==> config.mk <==
export PLATFORM = sky130hd
export DESIGN_NAME = two_axis_homing_sequencer
export DESIGN_NICKNAME = d
export VERILOG_FILES = /design/src/hdl/ths_pkg.sv /design/src/hdl/two_axis_homing_sequencer.sv
export SDC_FILE = /design/constraint.sdc
export NUM_CORES = 1
export LEC_CHECK = 0
export ABC_CLOCK_PERIOD_IN_PS = 5600
export BUFFER_PORTS_ARGS = -buffer_cell sky130_fd_sc_hd__buf_2
export CORE_UTILIZATION = 45
export DETAILED_ROUTE_END_ITERATION = 16
export GPL_TIMING_DRIVEN = 0
export PLACE_DENSITY = 0.67
export SYNTH_ARGS = -nofsm -noshare
export SYNTH_HDL_FRONTEND = slang
export SYNTH_SLANG_ARGS = --single-unit
==> constraint.sdc <==
create_clock -name clock -period 5.6 [get_ports clock]
set_input_delay 0.56 -clock clock [delete_from_list [all_inputs] [get_ports clock]]
set_output_delay 0.56 -clock clock [all_outputs]
set_load 0.005 [all_outputs]
==> src/hdl/ths_pkg.sv <==
// Codes and constants of the two-axis homing sequencer.
package ths_pkg;

   localparam int CSR_ADDR_WIDTH = 5;

   localparam logic [2:0] REG_LEAVE_DISP = 3'd0;
   localparam logic [2:0] REG_LEAVE_LOAD = 3'd1;
   localparam logic [2:0] REG_SEEK_DISP  = 3'd2;
   localparam logic [2:0] REG_SEEK_LOAD  = 3'd3;
   localparam logic [2:0] REG_READY_DISP = 3'd4;
   localparam logic [2:0] REG_MIN_MEET   = 3'd5;

   localparam int LEAVE_DISP_RESET = 1600;
   localparam int LEAVE_LOAD_RESET = -3200;
   localparam int SEEK_DISP_RESET  = 3200;
   localparam int SEEK_LOAD_RESET  = 12000;
   localparam int READY_DISP_RESET = 0;
   localparam int MIN_MEET_RESET   = 400;

   localparam logic [1:0] OP_RESET      = 2'd0;
   localparam logic [1:0] OP_RESET_RSP  = 2'd1;
   localparam logic [1:0] OP_DISP_DONE  = 2'd2;
   localparam logic [1:0] OP_LOAD_DONE  = 2'd3;

   localparam logic AXIS_DISP = 1'b0;
   localparam logic AXIS_LOAD = 1'b1;

   localparam logic [2:0] PH_IDLE        = 3'd0;
   localparam logic [2:0] PH_LEAVE       = 3'd1;
   localparam logic [2:0] PH_MEET        = 3'd2;
   localparam logic [2:0] PH_GOTO_SENSOR = 3'd3;
   localparam logic [2:0] PH_GOTO_READY  = 3'd4;

   localparam logic [2:0] KIND_NONE  = 3'd0;
   localparam logic [2:0] KIND_REL   = 3'd1;
   localparam logic [2:0] KIND_SEEK  = 3'd2;
   localparam logic [2:0] KIND_SEEK2 = 3'd3;
   localparam logic [2:0] KIND_ABS   = 3'd4;

   localparam logic [1:0] SLIDE_NONE       = 2'd0;
   localparam logic [1:0] SLIDE_WATCH      = 2'd1;
   localparam logic [1:0] SLIDE_DISPATCHED = 2'd2;
   localparam logic [1:0] SLIDE_LOADED     = 2'd3;

endpackage

==> src/hdl/two_axis_homing_sequencer.sv <==
// Two-axis homing sequencer: phase control, command issue and CSR block.
//
//   channel  direction  handshake                     payload
//   req      in         req_tvalid / req_tready       req_tdata, req_tuser
//   rsp      out        rsp_tvalid / rsp_tready       rsp_tdata, rsp_tuser
//   csr      in         csr_psel, csr_penable, pready csr_paddr, csr_pwdata
//
// A word passes an input register, then one pass of phase logic, into the
// result register. One word per cycle while rsp does not stall.
// While a result waits, the input register can still take a word if it is empty; a
// stall on rsp holds both stages. Synchronous reset clears phase, axis flags,
// valids and the CSRs to their defaults.
module two_axis_homing_sequencer
   import ths_pkg::*;
#(
   parameter int POS_WIDTH = 24
) (
   input  logic                                   clock,
   input  logic                                   reset,
   input  logic                                   req_tvalid,
   output logic                                   req_tready,
   // sensor_level, current_position, sensor_edge_position
   input  logic [((2*POS_WIDTH+1+7)/8)*8-1:0]     req_tdata,
   // opcode, axis_select
   input  logic [2:0]                             req_tuser,
   output logic                                   rsp_tvalid,
   input  logic                                   rsp_tready,
   // cmd_axis, cmd_value, all_homed, respond_success, slide_event
   output logic [((POS_WIDTH+5+7)/8)*8-1:0]       rsp_tdata,
   // cmd_kind
   output logic [2:0]                             rsp_tuser,
   input  logic                                   csr_psel,
   input  logic                                   csr_penable,
   input  logic                                   csr_pwrite,
   input  logic [CSR_ADDR_WIDTH-1:0]              csr_paddr,
   input  logic [31:0]                            csr_pwdata,
   output logic [31:0]                            csr_prdata,
   output logic                                   csr_pready
);

   localparam int RSP_DATA_WIDTH = ((POS_WIDTH+5+7)/8)*8;

   logic [POS_WIDTH-1:0] leave_disp_ff, leave_load_ff, ready_disp_ff;
   logic [POS_WIDTH-2:0] seek_disp_ff, seek_load_ff, min_meet_ff;
   logic                 csr_write;

   logic                 s1_valid_ff;
   logic [1:0]           s1_opcode_ff;
   logic                 s1_axis_ff;
   logic                 s1_level_ff;
   logic [POS_WIDTH-1:0] s1_cur_ff;
   logic [POS_WIDTH-1:0] s1_edge_ff;
   logic                 advance;

   logic [2:0]           phase_ff, phase_in;
   logic                 active_axis_ff, active_axis_in;
   logic [1:0]           axis_homed_ff, axis_homed_in;
   logic                 resp_pending_ff, resp_pending_in;

   logic [2:0]           kind;
   logic                 cmd_axis;
   logic [POS_WIDTH-1:0] cmd_value;
   logic                 resp;
   logic [1:0]           slide;
   logic                 on_sensor;
   logic                 done_axis;
   logic [POS_WIDTH:0]   diff;
   logic [POS_WIDTH:0]   meet_dist;
   logic                 meet_ok;
   logic [POS_WIDTH-1:0] leave_sel;
   logic [POS_WIDTH-1:0] seek_sel;
   logic [2:0]           seek_kind;
   logic [POS_WIDTH-1:0] ready_sel;

   logic                 rsp_valid_ff;
   logic [2:0]           rsp_kind_ff;
   logic [RSP_DATA_WIDTH-1:0] rsp_data_ff;

   assign csr_pready = 1'b1;
   assign csr_write  = csr_psel & csr_penable & csr_pwrite & csr_pready;

   always_ff @(posedge clock) begin
      if (reset) begin
         leave_disp_ff <= POS_WIDTH'(LEAVE_DISP_RESET);
         leave_load_ff <= POS_WIDTH'(LEAVE_LOAD_RESET);
         seek_disp_ff  <= (POS_WIDTH-1)'(SEEK_DISP_RESET);
         seek_load_ff  <= (POS_WIDTH-1)'(SEEK_LOAD_RESET);
         ready_disp_ff <= POS_WIDTH'(READY_DISP_RESET);
         min_meet_ff   <= (POS_WIDTH-1)'(MIN_MEET_RESET);
      end else if (csr_write) begin
         unique case (csr_paddr[4:2])
            REG_LEAVE_DISP: leave_disp_ff <= csr_pwdata[POS_WIDTH-1:0];
            REG_LEAVE_LOAD: leave_load_ff <= csr_pwdata[POS_WIDTH-1:0];
            REG_SEEK_DISP:  seek_disp_ff  <= csr_pwdata[POS_WIDTH-2:0];
            REG_SEEK_LOAD:  seek_load_ff  <= csr_pwdata[POS_WIDTH-2:0];
            REG_READY_DISP: ready_disp_ff <= csr_pwdata[POS_WIDTH-1:0];
            REG_MIN_MEET:   min_meet_ff   <= csr_pwdata[POS_WIDTH-2:0];
            default: ;
         endcase
      end
   end

   always_comb begin
      unique case (csr_paddr[4:2])
         REG_LEAVE_DISP: csr_prdata = 32'(leave_disp_ff);
         REG_LEAVE_LOAD: csr_prdata = 32'(leave_load_ff);
         REG_SEEK_DISP:  csr_prdata = 32'(seek_disp_ff);
         REG_SEEK_LOAD:  csr_prdata = 32'(seek_load_ff);
         REG_READY_DISP: csr_prdata = 32'(ready_disp_ff);
         REG_MIN_MEET:   csr_prdata = 32'(min_meet_ff);
         default:        csr_prdata = '0;
      endcase
   end

   assign advance    = s1_valid_ff & (~rsp_valid_ff | rsp_tready);
   assign req_tready = ~s1_valid_ff | advance;

   always_ff @(posedge clock) begin
      if (reset) begin
         s1_valid_ff <= 1'b0;
      end else if (req_tready) begin
         s1_valid_ff <= req_tvalid;
      end
   end

   always_ff @(posedge clock) begin
      if (req_tvalid && req_tready) begin
         s1_opcode_ff <= req_tuser[1:0];
         s1_axis_ff   <= req_tuser[2];
         s1_level_ff  <= req_tdata[0];
         s1_cur_ff    <= req_tdata[POS_WIDTH:1];
         s1_edge_ff   <= req_tdata[2*POS_WIDTH:POS_WIDTH+1];
      end
   end

   assign done_axis = s1_opcode_ff[0];
   assign diff      = {s1_edge_ff[POS_WIDTH-1], s1_edge_ff}
                    - {s1_cur_ff[POS_WIDTH-1], s1_cur_ff};
   assign meet_dist = diff[POS_WIDTH] ? (~diff + 1'b1) : diff;
   assign meet_ok   = meet_dist >= {2'b00, min_meet_ff};

   always_comb begin
      kind            = KIND_NONE;
      cmd_axis        = 1'b0;
      cmd_value       = '0;
      resp            = 1'b0;
      slide           = SLIDE_NONE;
      phase_in        = phase_ff;
      active_axis_in  = active_axis_ff;
      axis_homed_in   = axis_homed_ff;
      resp_pending_in = resp_pending_ff;
      on_sensor       = (s1_axis_ff == AXIS_LOAD) ? ~s1_level_ff : s1_level_ff;
      leave_sel       = (active_axis_ff == AXIS_LOAD) ? leave_load_ff : leave_disp_ff;
      seek_sel        = {1'b0, ((active_axis_ff == AXIS_LOAD) ? seek_load_ff
                                                              : seek_disp_ff)};
      seek_kind       = (active_axis_ff == AXIS_LOAD) ? KIND_SEEK : KIND_SEEK2;
      ready_sel       = (active_axis_ff == AXIS_LOAD) ? '0 : ready_disp_ff;
      if (advance) begin
         if (s1_opcode_ff == OP_RESET || s1_opcode_ff == OP_RESET_RSP) begin
            if (phase_ff == PH_IDLE) begin
               if (s1_opcode_ff == OP_RESET_RSP) begin
                  resp_pending_in = 1'b1;
               end
               slide                     = SLIDE_WATCH;
               axis_homed_in[s1_axis_ff] = 1'b0;
               active_axis_in            = s1_axis_ff;
               cmd_axis                  = s1_axis_ff;
               if (on_sensor) begin
                  phase_in  = PH_LEAVE;
                  kind      = KIND_REL;
                  cmd_value = (s1_axis_ff == AXIS_LOAD) ? leave_load_ff : leave_disp_ff;
               end else begin
                  phase_in  = PH_MEET;
                  kind      = (s1_axis_ff == AXIS_LOAD) ? KIND_SEEK : KIND_SEEK2;
                  cmd_value = {1'b0, ((s1_axis_ff == AXIS_LOAD) ? seek_load_ff
                                                                : seek_disp_ff)};
               end
            end
         end else if (done_axis == active_axis_ff) begin
            unique case (phase_ff)
               PH_LEAVE: begin
                  phase_in  = PH_GOTO_SENSOR;
                  kind      = seek_kind;
                  cmd_axis  = active_axis_ff;
                  cmd_value = seek_sel;
               end
               PH_MEET: begin
                  cmd_axis = active_axis_ff;
                  if (meet_ok) begin
                     phase_in  = PH_GOTO_READY;
                     kind      = KIND_ABS;
                     cmd_value = ready_sel;
                  end else begin
                     phase_in  = PH_LEAVE;
                     kind      = KIND_REL;
                     cmd_value = leave_sel;
                  end
               end
               PH_GOTO_SENSOR: begin
                  phase_in  = PH_GOTO_READY;
                  kind      = KIND_ABS;
                  cmd_axis  = active_axis_ff;
                  cmd_value = ready_sel;
               end
               PH_GOTO_READY: begin
                  axis_homed_in[active_axis_ff] = 1'b1;
                  phase_in = PH_IDLE;
                  slide    = (active_axis_ff == AXIS_LOAD) ? SLIDE_LOADED
                                                           : SLIDE_DISPATCHED;
                  if (resp_pending_ff) begin
                     resp_pending_in = 1'b0;
                     resp            = 1'b1;
                  end
               end
               default: ;
            endcase
         end
      end
   end

   always_ff @(posedge clock) begin
      if (reset) begin
         phase_ff        <= PH_IDLE;
         active_axis_ff  <= AXIS_DISP;
         axis_homed_ff   <= '0;
         resp_pending_ff <= 1'b0;
         rsp_valid_ff    <= 1'b0;
      end else begin
         phase_ff        <= phase_in;
         active_axis_ff  <= active_axis_in;
         axis_homed_ff   <= axis_homed_in;
         resp_pending_ff <= resp_pending_in;
         if (advance) begin
            rsp_valid_ff <= 1'b1;
         end else if (rsp_tready) begin
            rsp_valid_ff <= 1'b0;
         end
      end
   end

   always_ff @(posedge clock) begin
      if (advance) begin
         rsp_kind_ff <= kind;
         rsp_data_ff <= RSP_DATA_WIDTH'({slide, resp, &axis_homed_in, cmd_value, cmd_axis});
      end
   end

   assign rsp_tvalid = rsp_valid_ff;
   assign rsp_tdata  = rsp_data_ff;
   assign rsp_tuser  = rsp_kind_ff;

endmodule

After elaboration in Yosys (flattened, before gate mapping). Index checks and enable logic that the tools add are counted.

Add/subtract/negate cells: 2. Magnitude comparators: 5. Equality and inequality tests: 13. Multiplexer cells: 53. Bitwise gates (word level): 14. Reduce and logical (&&, ||, !) cells: 23.

Operator list (number): two-way mux 24 bit (8); one-hot mux 24 bit (6 select lines) (1); one-hot mux 24 bit (3 select lines) (1); two-way mux 23 bit (2); adder 25 x 1 -> 25 bit (second input constant) (1); greater-or-equal comparator 25 x 23 -> 1 bit (1); two-way mux 25 bit (1); inverter 25 bit (1); subtractor 24 x 24 -> 25 bit (1); two-way mux 2 bit (11); two-way mux 1 bit (19); two-way mux 3 bit (6); AND reduction 2 bit (7); equality test 3 x 2 -> 1 bit (second input constant) (4); one-hot mux 3 bit (4 select lines) (1); equality test 3 bit (second input constant) (3); one-hot mux 3 bit (3 select lines) (1); equality test 3 x 1 -> 1 bit (second input constant) (2); logical NOT 3 bit (2); nonzero test 2 bit (3); OR reduction 3 bit (2); inverter 1 bit (5); AND reduction 5 bit (1); nonzero test 5 bit (1); 17 further kinds (25).

Bits in registers: 234. Input bits: 103.

Logic depth before layout (Yosys ltp). Gate-level depths: netlist of the first run.

Word-level depth: 10. Mapped depth: 25. Depth with buffers taken out: 23.

Worst setup path before layout of the first run. No wires, ideal clock.

Path type: register -> register. Start: reg s1_cur_ff[0]. End: reg rsp_data_ff[10] (netlist: rsp_tdata[10]) (data pin). Setup time: 0.265 ns. Arrival: 4.921 ns. Setup slack: 0.414 ns. Cell stages (with the launch flop): 25. Period minus slack after synthesis: 5.186 ns. Cells stage by stage: edfxtp_1 ha_1 fa_1 nand2b_2 a21oi_4 o31ai_2 a211o_1 a211o_2 nand2_1 clkbuf_1 nor2_1 xnor2_1 ha_1 a21o_1 a21o_1 a21o_1 a21oi_1 nor2b_1 a2111oi_0 o31ai_1 nor3_2 or2_1 buf_6 buf_6 o21ai_2.

Cells in the longest elaborated chain, start to end: 9.

Ends and longest elaborated chain: start, declared (line two_axis_homing_sequencer.sv:51) `logic [POS_WIDTH-1:0] s1_cur_ff;`; start signal, assigned (line two_axis_homing_sequencer.sv:131) `s1_cur_ff <= req_tdata[POS_WIDTH:1];`; subtractor 24 x 24 -> 25 bit * (line two_axis_homing_sequencer.sv:138) `- {s1_cur_ff[POS_WIDTH-1], s1_cur_ff};`; inverter 25 bit (line two_axis_homing_sequencer.sv:139) `assign meet_dist = diff[POS_WIDTH] ? (~diff + 1'b1) : diff;`; adder 25 x 1 -> 25 bit (line two_axis_homing_sequencer.sv:139); two-way mux 25 bit * (line two_axis_homing_sequencer.sv:139); greater-or-equal comparator 25 x 23 -> 1 bit * (line two_axis_homing_sequencer.sv:140) `assign meet_ok = meet_dist >= {2'b00, min_meet_ff};`; two-way mux 24 bit * (line two_axis_homing_sequencer.sv:189) `if (meet_ok) begin`; one-hot mux 24 bit (3 select lines) * (line two_axis_homing_sequencer.sv:180) `unique case (phase_ff)`; two-way mux 24 bit * (line two_axis_homing_sequencer.sv:179) `end else if (done_axis == active_axis_ff) begin`; two-way mux 24 bit * (line two_axis_homing_sequencer.sv:159) `if (s1_opcode_ff == OP_RESET || s1_opcode_ff == OP_RESET_RSP) begin`; via cmd_value[9] (line two_axis_homing_sequencer.sv:62) `logic [POS_WIDTH-1:0] cmd_value;`; end signal, assigned (line two_axis_homing_sequencer.sv:244) `rsp_data_ff <= RSP_DATA_WIDTH'({slide, resp, &axis_homed_in, cmd_value, cmd_axis});`; end, declared (line two_axis_homing_sequencer.sv:77) `logic [RSP_DATA_WIDTH-1:0] rsp_data_ff;`.

Mark *: on every way through the listed nets, which the timed path passes. The rest lies on a longest branch. A chain may end at the register's enable or synchronous reset.

Worst setup path in the final report of the first run.
Start: reg s1_cur_ff[0]. End: reg rsp_data_ff[1] (netlist: rsp_tdata[1]) (data pin).

The elaborated chain is that of the path after synthesis.

==> metrics.md, run 1 <==
| Metric | Value |
|---|---|
| Number of synthesized register bits | `234` |
| Clock Pin Slew Worst Setup and Hold Paths | `0.06 ns` |
| Ys flop type | `dfxtp_1` |
| Setup total negative slack | `0 ns` |
| Max-cap violations | `0` |
| Crit-path cells | `ha_1, fa_2, nand2b_4, a21oi_4, o31ai_2, a211o_1, a211o_2, and2_2, o21ai_0, xnor2_1, ha_1, a21o_1, a21o_1, a21oi_1, o21ai_0, a2111oi_2, o31ai_2, nor4_4, buf_4, buf_4, a221oi_1, o21ai_1` |
| Delay of the slowest cell on the worst path | `0.44 ns` |
| Row count | `63` |
| Endpoints failing setup | `0` |
| Cell area power density | `277 nW/um^2` |
| Yosys synthesis warning count | `0` |
| Vias in the first global route | `11.7k` |
| Io pins | `173` |
| Worst slew pin tran | `1.39 ns` |
| Clock Latency Late Sink | `0.57 ns` |
| Max IR drop VDD | `225 uV` |
| Slowest stage cell, crit path | `nor4_4` |
| Crit Path Max Fanout | `6` |
| Top cells by count, synth | `nand2_1 (330), a21oi_1 (166), dfxtp_1 (150)` |
| Leak | `6.01 nW` |
| Share of layout cells above drive strength 1 | `20.3%` |
| Worst setup path endpoint | `rsp_tdata[1]` |
| Final core area utilization | `53.7%` |
| Syn Inst Count | `1550` |
| First-pass iteration count of the detailed router | `7` |
| Final net count | `1889` |
| CTS tree | `yes` |
| Die width | `177 um` |
| Hold buffer count at cts | `0` |
| Clk buf depth | `3` |
| Starting density of the core | `46.1%` |
| Top cell type by total area after synthesis | `dfxtp_1` |
| Final Skew | `0.0295 ns` |
| TritonCTS Buffers | `27` |
| Antenna diode count | `0` |
| Worst-case reg-to-reg path depth | `22` |
| Worst setup EP type | `flip-flop` |
| Post-layout min period | `5.40 ns` |
| Status | `finished, final reports clean` |
| Final Cycle Share | `96.5%` |
| CP required | `6.00 ns` |
| Gr usage total | `27.2%` |
| Port-buffer cells | `139` |
| Max-slew headroom | `6.57%` |
| Top-count cell post-synth | `nand2_1` |
| Hold Violations, Final | `0` |
| Slack of the worst reg-to-reg path | `0.20 ns` |
| First-pass GRT wire length | `65.1 mm` |
| Largest net degree at the start of global routing | `44` |
| Startpoint types | `flip-flop` |
| Count of final max-slew check failures | `0` |
| Final ANT Viol Nets | `0` |
| Top cells by area, synth | `dfxtp_1 (22%), edfxtp_1 (18%), nand2_1 (9.0%)` |
| Clock Tree Root | `clkbuf_16` |
| Post-synth EDFFs | `84` |
| Max frequency | `0.185 GHz` |
| Final non-filler cell total | `2147` |
| Setup CP Type | `reg -> reg` |
| Crit path from | `s1_cur_ff[0]` |
| Placed Instances | `2090` |
| DR vias/cell | `5.81` |
| R2R Path Start | `s1_cur_ff[0]` |
| DR iter-0 viols | `1623` |
| WL/cell | `20.2 um` |
| H-tree level count | `1` |
| Residual DRC | `0` |
| Via count | `12.5k` |
| Area grow syn2layout | `16.6%` |
| GRT Residual Overflow | `0` |
| Post-Syn Area per Cell | `8.88 sq um` |
| Netlist Area Pre-Place | `13800 sq um` |
| Total wire length | `43.4 mm` |
| WP data arrival | `5.81 ns` |
| Core area | `29900 sq um` |
| DP HPWL | `31.1 mm` |
| Register area share after synthesis | `40.2%` |
| Tightest Hold Check Type | `in -> reg` |
| Clk sink count | `234` |
| Die Y | `177 um` |
| Ys async rst share | `0%` |
| RD Place Congestion | `0.996` |
| Die Footprint | `31300 sq um` |
| Antenna violations before repair | `0` |
| Yosys cell types | `92` |
| R2R Path End | `rsp_tdata[1]` |
| Yosys top cell area share | `21.8%` |
## worst min-delay path by stage
stage / startpoint / end / slack, ns / cells past startpoint
6_report: req_tdata[38] / s1_edge_ff[13] / 0.18 / 1
5_1_grt: req_tdata[14] / s1_cur_ff[13] / 0.16 / 1
4_1_cts: req_tdata[48] / s1_edge_ff[23] / 0.16 / 1
3_5_place_dp: ready_disp_ff[14] / ready_disp_ff[14] / 0.46 / 2
2_1_floorplan: min_meet_ff[22] / min_meet_ff[22] / 0.45 / 2
3_3_place_gp: ready_disp_ff[13] / ready_disp_ff[13] / 0.46 / 2
## area by class of cell
type | count | area [sq um]
plain buffers | 115 | 569
clock buffers | 43 | 778
clock inverters | 7 | 78.8
fillers | 2746 | 13800
inverters | 59 | 221
multi-input cells | 1152 | 7600
flip-flops and latches | 234 | 5530
well taps | 390 | 488
repair buffers | 147 | 781
## layout by cell type, fill, tap and decap left out, types with 22 or more instances in the layout
cell and instances:
a21oi_1 165, dfxtp_1 150, buf_4 27, nand3b_1 28
mux2i_1 24, nor2_1 71, mux2_2 26, mux4_2 23
clkbuf_1 89, nand2b_1 34, clkbuf_16 27, edfxtp_1 84
buf_2 147, a22oi_1 70, o21ai_0 25, inv_1 57
nand3_1 33, ha_1 49, nand2_1 329, o21ai_2 22
## repair_timing
| action | CTS | global route |
|---|---|---|
| gates resized for setup | 6 | 21 |
| buffers inserted | 3 | 3 |
| endpoints found under the setup margin | 28 | 26 |
| pin swaps | 2 | 6 |
| gates cloned | 0 | 0 |
## per-layer routing
| layer | track usage [%] | wire (um) | part of all wire (%) |
|---|---|---|---|
| met1 | 34.1 | 17100 | 39 |
| met2 | 45.0 | 20100 | 46 |
| met3 | 6.06 | 4630 | 11 |
| met4 | 11.4 | 1620 | 3.7 |
| met5 | 0 | 0 | 0 |
## cell families (layout without fill, tap and decap cells)
| logic type | Yosys count | count (layout) | synth area share (%) |
|---|---|---|---|
| buffers and inverters | 174 | 371 | 5.67 |
| muxes | 75 | 75 | 7.80 |
| xor gates and xnor gates | 27 | 27 | 1.72 |
| DFF | 234 | 234 | 40.2 |
| adders and majority gates | 50 | 50 | 4.60 |
| AOI/OAI and AO/OA | 402 | 402 | 19.9 |
| other | 2 | 12 | 0.0546 |
| and+or+nand+nor | 586 | 586 | 20.1 |
## flip-flops by register name, summed over array words and instances, names as in the netlist, 2 cells and up
register	cells
min_meet_ff	23
rsp_tuser	3
seek_disp_ff	23
s1_cur_ff	24
s1_opcode_ff	2
axis_homed_ff	2
s1_edge_ff	24
rsp_tdata	29
leave_disp_ff	24
seek_load_ff	23
ready_disp_ff	24
leave_load_ff	24
phase_ff	3
## critical path: cells and delay by family, from the launching register on
| family | cells | cell delay, ns |
|---|---|---|
| AO/OA/AOI/OAI | 13 | 2.58 |
| adder cells (fa/ha/maj) | 3 | 0.89 |
| AND/OR/NAND/NOR | 3 | 0.87 |
| flip-flops | 1 | 0.37 |
| buffers and inverters | 2 | 0.35 |
| XOR/XNOR | 1 | 0.18 |
## power by group
part           internal, mW  switching (mW)
registers              1.81          0.0210
clock network          1.00           0.728
logic                 0.360           0.515
## metrics by stage
stage	cell area [sq um]	power (mW)	hold WS [ns]	setup slack, ns
5_1_grt	16000	4.60	0.161	-0.0159
3_5_place_dp	15000	2.69	0.464	-1.03
4_1_cts	15900	4.41	0.159	0.00640
6_report	16000	4.44	0.179	0.197
3_3_place_gp	15000	2.67	0.459	-0.921
2_1_floorplan	13800	2.45	0.448	0.414
Note: power is estimated with default switching activity, not from simulation.
==> run 2: changes to the inputs <==
Settings changed: ABC_CLOCK_PERIOD_IN_PS 5600 to 6800, BUFFER_PORTS_ARGS -buffer_cell sky130_fd_sc_hd__buf_2 to default, DONT_BUFFER_PORTS from default to 1, PLACE_DENSITY 0.67 to default.
Clock period 5.6 ns to 6.8 ns, I/O delays scaled along.
==> run 2 against run 1 <==
Effect of this change: non-clock buffer count down 144; cell area down 4.7%; wire length increased by 3.2%; global-route usage increased by 1.2 points; die area unchanged; clock skew down 0.0047 ns; critical endpoint is now rsp_tdata[14]; sequential share of layout area is 1.7 points higher.
==> metrics.md, run 2 (synthesized netlist as in run 1, its figures left out) <==
| Metric | Value |
|---|---|
| Max frequency | `0.159 GHz (-14%)` |
| Max IR drop VDD | `211 uV (-6.4%)` |
| Final net count | `1746 (-7.6%)` |
| Residual DRC | `0 (unchanged)` |
| Design Power | `3.71 mW (-16%)` |
| Tightest Hold Check Type | `in -> reg` |
| Slack of the worst reg-to-reg path | `0.49 ns (+0.29 ns)` |
| Die width | `177 um (unchanged)` |
| GRT Residual Overflow | `0 (unchanged)` |
| Cell area power density | `242 nW/um^2 (-12%)` |
| Leak | `5.42 nW (-9.8%)` |
| Final Skew | `0.0249 ns (-0.00466 ns)` |
| Worst setup EP type | `flip-flop` |
| Worst slew pin tran | `1.33 ns (-0.0636 ns)` |
| Worst-case reg-to-reg path depth | `22 (unchanged)` |
| RD Place Congestion | `0.973 (-2.2%)` |
| Share of layout cells above drive strength 1 | `12.9% (-7.3 points)` |
| Total wire length | `44.8 mm (+3.2%)` |
| GR peak layer | `met2` |
| Row count | `63 (unchanged)` |
| Crit Path Max Fanout | `10 (+4)` |
| Clock Tree Root | `clkbuf_16` |
| TritonCTS Buffers | `28 (+3.7%)` |
| CTS tree | `yes` |
| Placed Instances | `1952 (-6.6%)` |
| Clock Latency Late Sink | `0.56 ns (about the same)` |
| R2R Path End | `rsp_tdata[14]` |
| Setup CP Type | `reg -> reg` |
| Clk buf depth | `3 (unchanged)` |
| Final non-filler cell area | `15300 sq um (-4.7%)` |
| GRT met1 Usage | `36.5% (+2.4 points)` |
| Antenna diode count | `0 (unchanged)` |
| Clk sink count | `234 (unchanged)` |
| Startpoint types | `flip-flop` |
| Final Cycle Share | `92.8% (-3.7 points)` |
| Placed cell area | `14300 sq um (-4.6%)` |
| Clock Pin Slew Worst Setup and Hold Paths | `0.06 ns (about the same)` |
| Met2 Track Usage GR | `47.0% (+2.1 points)` |
| Starting density of the core | `46.1% (unchanged)` |
| Setup total negative slack | `0 ns (unchanged)` |
| Antenna violations before repair | `0 (unchanged)` |
| Gr usage total | `28.5% (+1.2 points)` |
| Crit path from | `s1_cur_ff[0]` |
| H-tree level count | `1 (unchanged)` |
| Via count | `12.0k (-4.1%)` |
| Vias in the first global route | `11.5k (-1.2%)` |
| Core area | `29900 sq um (unchanged)` |
| WP data arrival | `6.70 ns (+0.89 ns)` |
| Post-layout min period | `6.31 ns (+0.905 ns)` |
| Worst setup path endpoint | `rsp_tdata[14]` |
| Hold buffer count at cts | `0 (unchanged)` |
| Final non-filler cell total | `2005 (-6.6%)` |
| Hold Violations, Final | `0 (unchanged)` |
| Unrepaired setup endpoints after global routing | `false` |
| DR vias/cell | `5.97 (+2.7%)` |
| Endpoints failing setup | `0 (unchanged)` |
| DP HPWL | `32.4 mm (+4.2%)` |
| WL/cell | `22.3 um (+11%)` |
| Max-cap violations | `0 (unchanged)` |
| First-pass GRT wire length | `67.3 mm (+3.3%)` |
| Largest net degree at the start of global routing | `45 (+2.3%)` |
| Final ANT Viol Nets | `0 (unchanged)` |
| DR iter-0 viols | `1266 (-22%)` |
| First-pass iteration count of the detailed router | `5 (-2)` |
| Commonest non-fill, non-tap cell in the layout | `nand2_1` |
| Max-slew headroom | `11.3% (+4.8 points)` |
| Met3 Use GR | `5.22% (-0.84 points)` |
| Max reg flops | `29 (unchanged)` |
| Port-buffer cells | `0 (-100%)` |
| Status | `finished, final reports clean` |
| R2R Path Start | `s1_cur_ff[0]` |
| Io pins | `173 (unchanged)` |
| Die Y | `177 um (unchanged)` |
| Area grow syn2layout | `11.2%` |
| Hold Path Stages | `0 (-1)` |
| Most frequent cells in the layout | `nand2_1 (330), a21oi_1 (166), dfxtp_1 (150), edfxtp_1 (84), clkbuf_1 (82)` |
| Count of final max-slew check failures | `0 (unchanged)` |
| CP required | `7.20 ns (+1.20 ns)` |
| Die Footprint | `31300 sq um (unchanged)` |
-- run 2: cell types whose count changed in the layout (fill, tap and decap cells not counted), moves of 4 or more --
cell      before  now
clkinv_2       4    8
buf_4         27   22
clkbuf_1      89   82
buf_2        147    9
-- run 2: worst max-delay path, stage by stage (launching register included) --
cell	delay, ns
edfxtp_1	0.37
ha_1	0.23
fa_1	0.41
nand2b_2	0.23
a21oi_4	0.22
o31ai_2	0.12
a211o_1	0.31
a211o_2	0.38
nand2_1	0.26
clkbuf_1	0.44
nor2_1	0.08
a21oi_1	0.14
ha_1	0.25
a21o_1	0.17
a21o_1	0.17
a21o_1	0.18
a21o_1	0.18
a2111oi_1	0.60
o31ai_1	0.25
nor4_4	0.46
buf_2	0.38
a221oi_1	0.19
o21ai_2	0.12
-- run 2: through the flow --
| stage | util (%) | setup WS (ns) | hold WS, ns |
|---|---|---|---|
| 6_report | 51.2 | 0.492 | 0.209 |
| 5_1_grt | 51.2 | 0.140 | 0.199 |
| 4_1_cts | 51.2 | 0.0477 | 0.202 |
| 3_5_place_dp | 47.9 | -0.0297 | 0.463 |
| 3_3_place_gp | 47.8 | 0.00490 | 0.461 |
| 2_1_floorplan | - | 1.61 | 0.448 |
-- run 2: final cells by class --
class                           count  area [sq um]
Inverter                           59           221
Clock inverter                     15           169
Buffer                            115           559
Tap cell                          390           488
Clock buffer                       37           798
Sequential cell                   234          5530
Timing Repair Buffer                3          35.0
Multi-Input combinational cell   1152          7500
Fill cell                        2832         14600
-- run 2: layer usage --
layer  vias to the layer above  part of all wire [%]
met5                         -                     0
met4                         0                   4.1
met3                       126                   8.9
met2                       580                    46
met1                      5663                    41
li1                       5600                     -
-- run 2: worst min-delay path by stage --
stage                           start           endpoint
global route             req_tdata[0]        s1_level_ff
finish                   req_tdata[0]        s1_level_ff
detailed placement  ready_disp_ff[23]  ready_disp_ff[23]
global placement    ready_disp_ff[15]  ready_disp_ff[15]
CTS                      req_tdata[0]        s1_level_ff
floorplan             min_meet_ff[22]    min_meet_ff[22]
-- run 2: where the power goes --
part	leakage [nW]	internal, mW	switching (mW)
Clock	0.486	0.940	0.619
Sequential	2.03	1.49	0.0191
Combinational	2.90	0.253	0.384
Total	5.42	2.69	1.02
-- run 2: what timing repair did --
item                                    in CTS  in global routing
endpoints found under the setup margin       6                 19
resized for setup                            0                  1
pin swaps                                    1                  1
setup buffers                                0                  1
==> run 3: changes to the inputs <==
Settings changed: CORE_MARGIN from default to 8, PLACE_DENSITY from default to 0.72, TNS_END_PERCENT from default to 50.
==> run 3 against run 2 <==
Effect of this change: the run now ends with capacitance limit, slew limit left; fmax up 1.8%; clock power about the same; cell area about the same; combinational power down 0.8%; sequential cell count unchanged; wire length down 2.2%; highest routed layer is now met5.
==> metrics.md, run 3 (synthesized netlist as in run 1, its figures left out) <==
| Metric | Value |
|---|---|
| Final non-filler cell area | `15300 sq um (about the same)` |
| Core area | `30300 sq um (+1.6%)` |
| Crit Path Max Fanout | `10 (unchanged)` |
| Crit path from | `s1_cur_ff[0]` |
| Leak | `5.39 nW (-0.45%)` |
| CP required | `7.09 ns (-0.11 ns)` |
| Switching Fraction | `27.1% (-0.49 points)` |
| H-tree level count | `1 (unchanged)` |
| Io pins | `173 (unchanged)` |
| Violations in the final reports | `capacitance limit, slew limit` |
| Max-slew headroom | `-5.35% (-17 points)` |
| First-pass iteration count of the detailed router | `6 (+1)` |
| Internal Pwr Total | `2.70 mW (+0.56%)` |
| Residual DRC | `0 (unchanged)` |
| Max-cap violations | `1 (+1)` |
| Final Skew | `0.0279 ns (+0.00303 ns)` |
| Row count | `64 (+1.6%)` |
| Hold_sp | `req_tuser[2]` |
| Die Footprint | `36400 sq um (+16%)` |
| Worst slew pin tran | `1.57 ns (+0.241 ns)` |
| Max frequency | `0.161 GHz (+1.8%)` |
| Starting density of the core | `45.3% (-0.72 points)` |
| Via count | `12.0k (+0.38%)` |
| R2R Path Start | `s1_cur_ff[0]` |
| Cell area power density | `242 nW/um^2 (about the same)` |
| Post-layout min period | `6.20 ns (-0.113 ns)` |
| Largest net degree at the start of global routing | `45 (unchanged)` |
| Clock Pin Slew Worst Setup and Hold Paths | `0.06 ns (about the same)` |
| Hold Violations, Final | `0 (unchanged)` |
| Max IR drop VDD | `226 uV (+7.0%)` |
| Setup CP Type | `reg -> reg` |
| Sw power | `1.00 mW (-1.9%)` |
| Worst setup EP type | `flip-flop` |
| RD Place Congestion | `1.01 (+3.3%)` |
| Hold buffer count at cts | `0 (unchanged)` |
| Placed cell area | `14300 sq um (unchanged)` |
| Antenna diode count | `0 (unchanged)` |
| Final net count | `1744 (-0.11%)` |
| Setup total negative slack | `0 ns (unchanged)` |
| Most frequent cells in the layout | `nand2_1 (330), a21oi_1 (166), dfxtp_1 (150), clkbuf_1 (85), edfxtp_1 (84)` |
| WL/cell | `21.8 um (-2.4%)` |
| Final non-filler cell total | `2008 (+0.15%)` |
| Clock Latency Late Sink | `0.56 ns (about the same)` |
| TritonCTS Buffers | `27 (-3.6%)` |
| Clk buf depth | `3 (unchanged)` |
| Area grow syn2layout | `11.1% (about the same)` |
| DP HPWL | `32.0 mm (-1.2%)` |
| Clk sink count | `234 (unchanged)` |
| Design Power | `3.70 mW (-0.11%)` |
| Unrepaired setup endpoints after global routing | `false` |
| Gr usage total | `23.3% (-5.1 points)` |
| Antenna violations before repair | `1 (+1)` |
| Clock power frac | `42.1% (about the same)` |
| GRT Residual Overflow | `0 (unchanged)` |
| Clock Tree Root | `clkbuf_16` |
| FILL cells | `2801 (-1.1%)` |
| Total wire length | `43.8 mm (-2.2%)` |
| Commonest non-fill, non-tap cell in the layout | `nand2_1` |
| Vias in the first global route | `11.5k (-0.20%)` |
| Startpoint types | `flip-flop` |
| Die Y | `191 um (+7.9%)` |
| Tightest Hold Check Type | `in -> reg` |
| WP data arrival | `6.48 ns (-0.22 ns)` |
| Final ANT Viol Nets | `0 (unchanged)` |
| Flop pwr share | `40.8% (about the same)` |
| Max reg flops | `29 (unchanged)` |
| DR vias/cell | `5.98 (+0.23%)` |
| Final Cycle Share | `91.1% (-1.7 points)` |
| Die width | `191 um (+7.9%)` |
| DR iter-0 viols | `1292 (+2.1%)` |
| Count of final max-slew check failures | `8 (+8)` |
| First-pass GRT wire length | `66.3 mm (-1.5%)` |
| Logic pwr share | `17.1% (about the same)` |
| Placed Instances | `1957 (+0.26%)` |
| CTS tree | `yes` |
| Endpoints failing setup | `0 (unchanged)` |
| Port-buffer cells | `0 (unchanged)` |
| Share of layout cells above drive strength 1 | `12.4% (-0.53 points)` |
| Status | `finished with violations` |
| Final core area utilization | `50.4% (-0.84 points)` |
run 3: what timing repair did:
item	4_1_cts	5_1_grt
setup buffers	0	1
gates resized for setup	0	0
setup endpoints to repair	0	11
run 3: area by class of cell:
type	instances	area [sq um]	share of cell area, %
Buffer	115	559	3.66
Clock buffer	35	736	4.81
Clock inverter	15	220	1.44
Inverter	59	221	1.45
Multi-Input combinational cell	1152	7500	49.1
Sequential cell	234	5530	36.2
Tap cell	396	495	3.24
Timing Repair Buffer	2	27.5	0.180
run 3: power by group through the flow:
stage | Combinational, mW | Clock [mW] | Sequential [mW]
after global placement | 0.612 | 0 | 1.54
final | 0.633 | 1.56 | 1.51
after global routing | 0.700 | 1.63 | 1.52
after floorplan | 0.486 | 0 | 1.54
after CTS | 0.630 | 1.57 | 1.51
after detailed placement | 0.627 | 0 | 1.54
run 3: worst paths after layout:
check | depth (start not counted) | slack (ns) | to
min | 0 | 0.23 | s1_axis_ff
min reg2reg | 2 | 0.48 | ready_disp_ff[4]
max | 23 | 0.60 | rsp_tdata[14]
max reg2reg | 23 | 0.60 | rsp_tdata[14]
run 3: routing by layer:
| metal | global-route usage, % | share of wire [%] | up-vias |
|---|---|---|---|
| met5 | 0 | 0.030 | - |
| met4 | 10.3 | 4.3 | 2 |
| met3 | 5.54 | 11 | 134 |
| met1 | 29.3 | 39 | 5594 |
| met2 | 37.7 | 46 | 679 |
| li1 | - | - | 5605 |
run 3: worst max-delay path: stages, from the launching register on:
cell,delay [ns]
edfxtp_1,0.37
ha_1,0.24
fa_1,0.41
nand2b_2,0.24
a21oi_4,0.22
o31ai_2,0.12
a211o_1,0.32
a211o_2,0.38
nand2_1,0.24
clkbuf_1,0.38
nor2_1,0.07
a21oi_1,0.15
ha_1,0.25
a21o_1,0.16
a21o_1,0.17
a21o_1,0.17
a21o_1,0.16
a2111oi_0,0.64
o31ai_1,0.26
nor3_2,0.33
or2_1,0.16
buf_6,0.16
buf_6,0.21
o21ai_2,0.11
run 3: per-stage QoR:
| step | hold WS (ns) | worst slack (ns) |
|---|---|---|
| after floorplan | 0.448 | 1.61 |
| after global routing | 0.203 | 0.178 |
| final | 0.229 | 0.605 |
| after detailed placement | 0.464 | 0.240 |
| after CTS | 0.201 | 0.212 |
| after global placement | 0.461 | 0.251 |
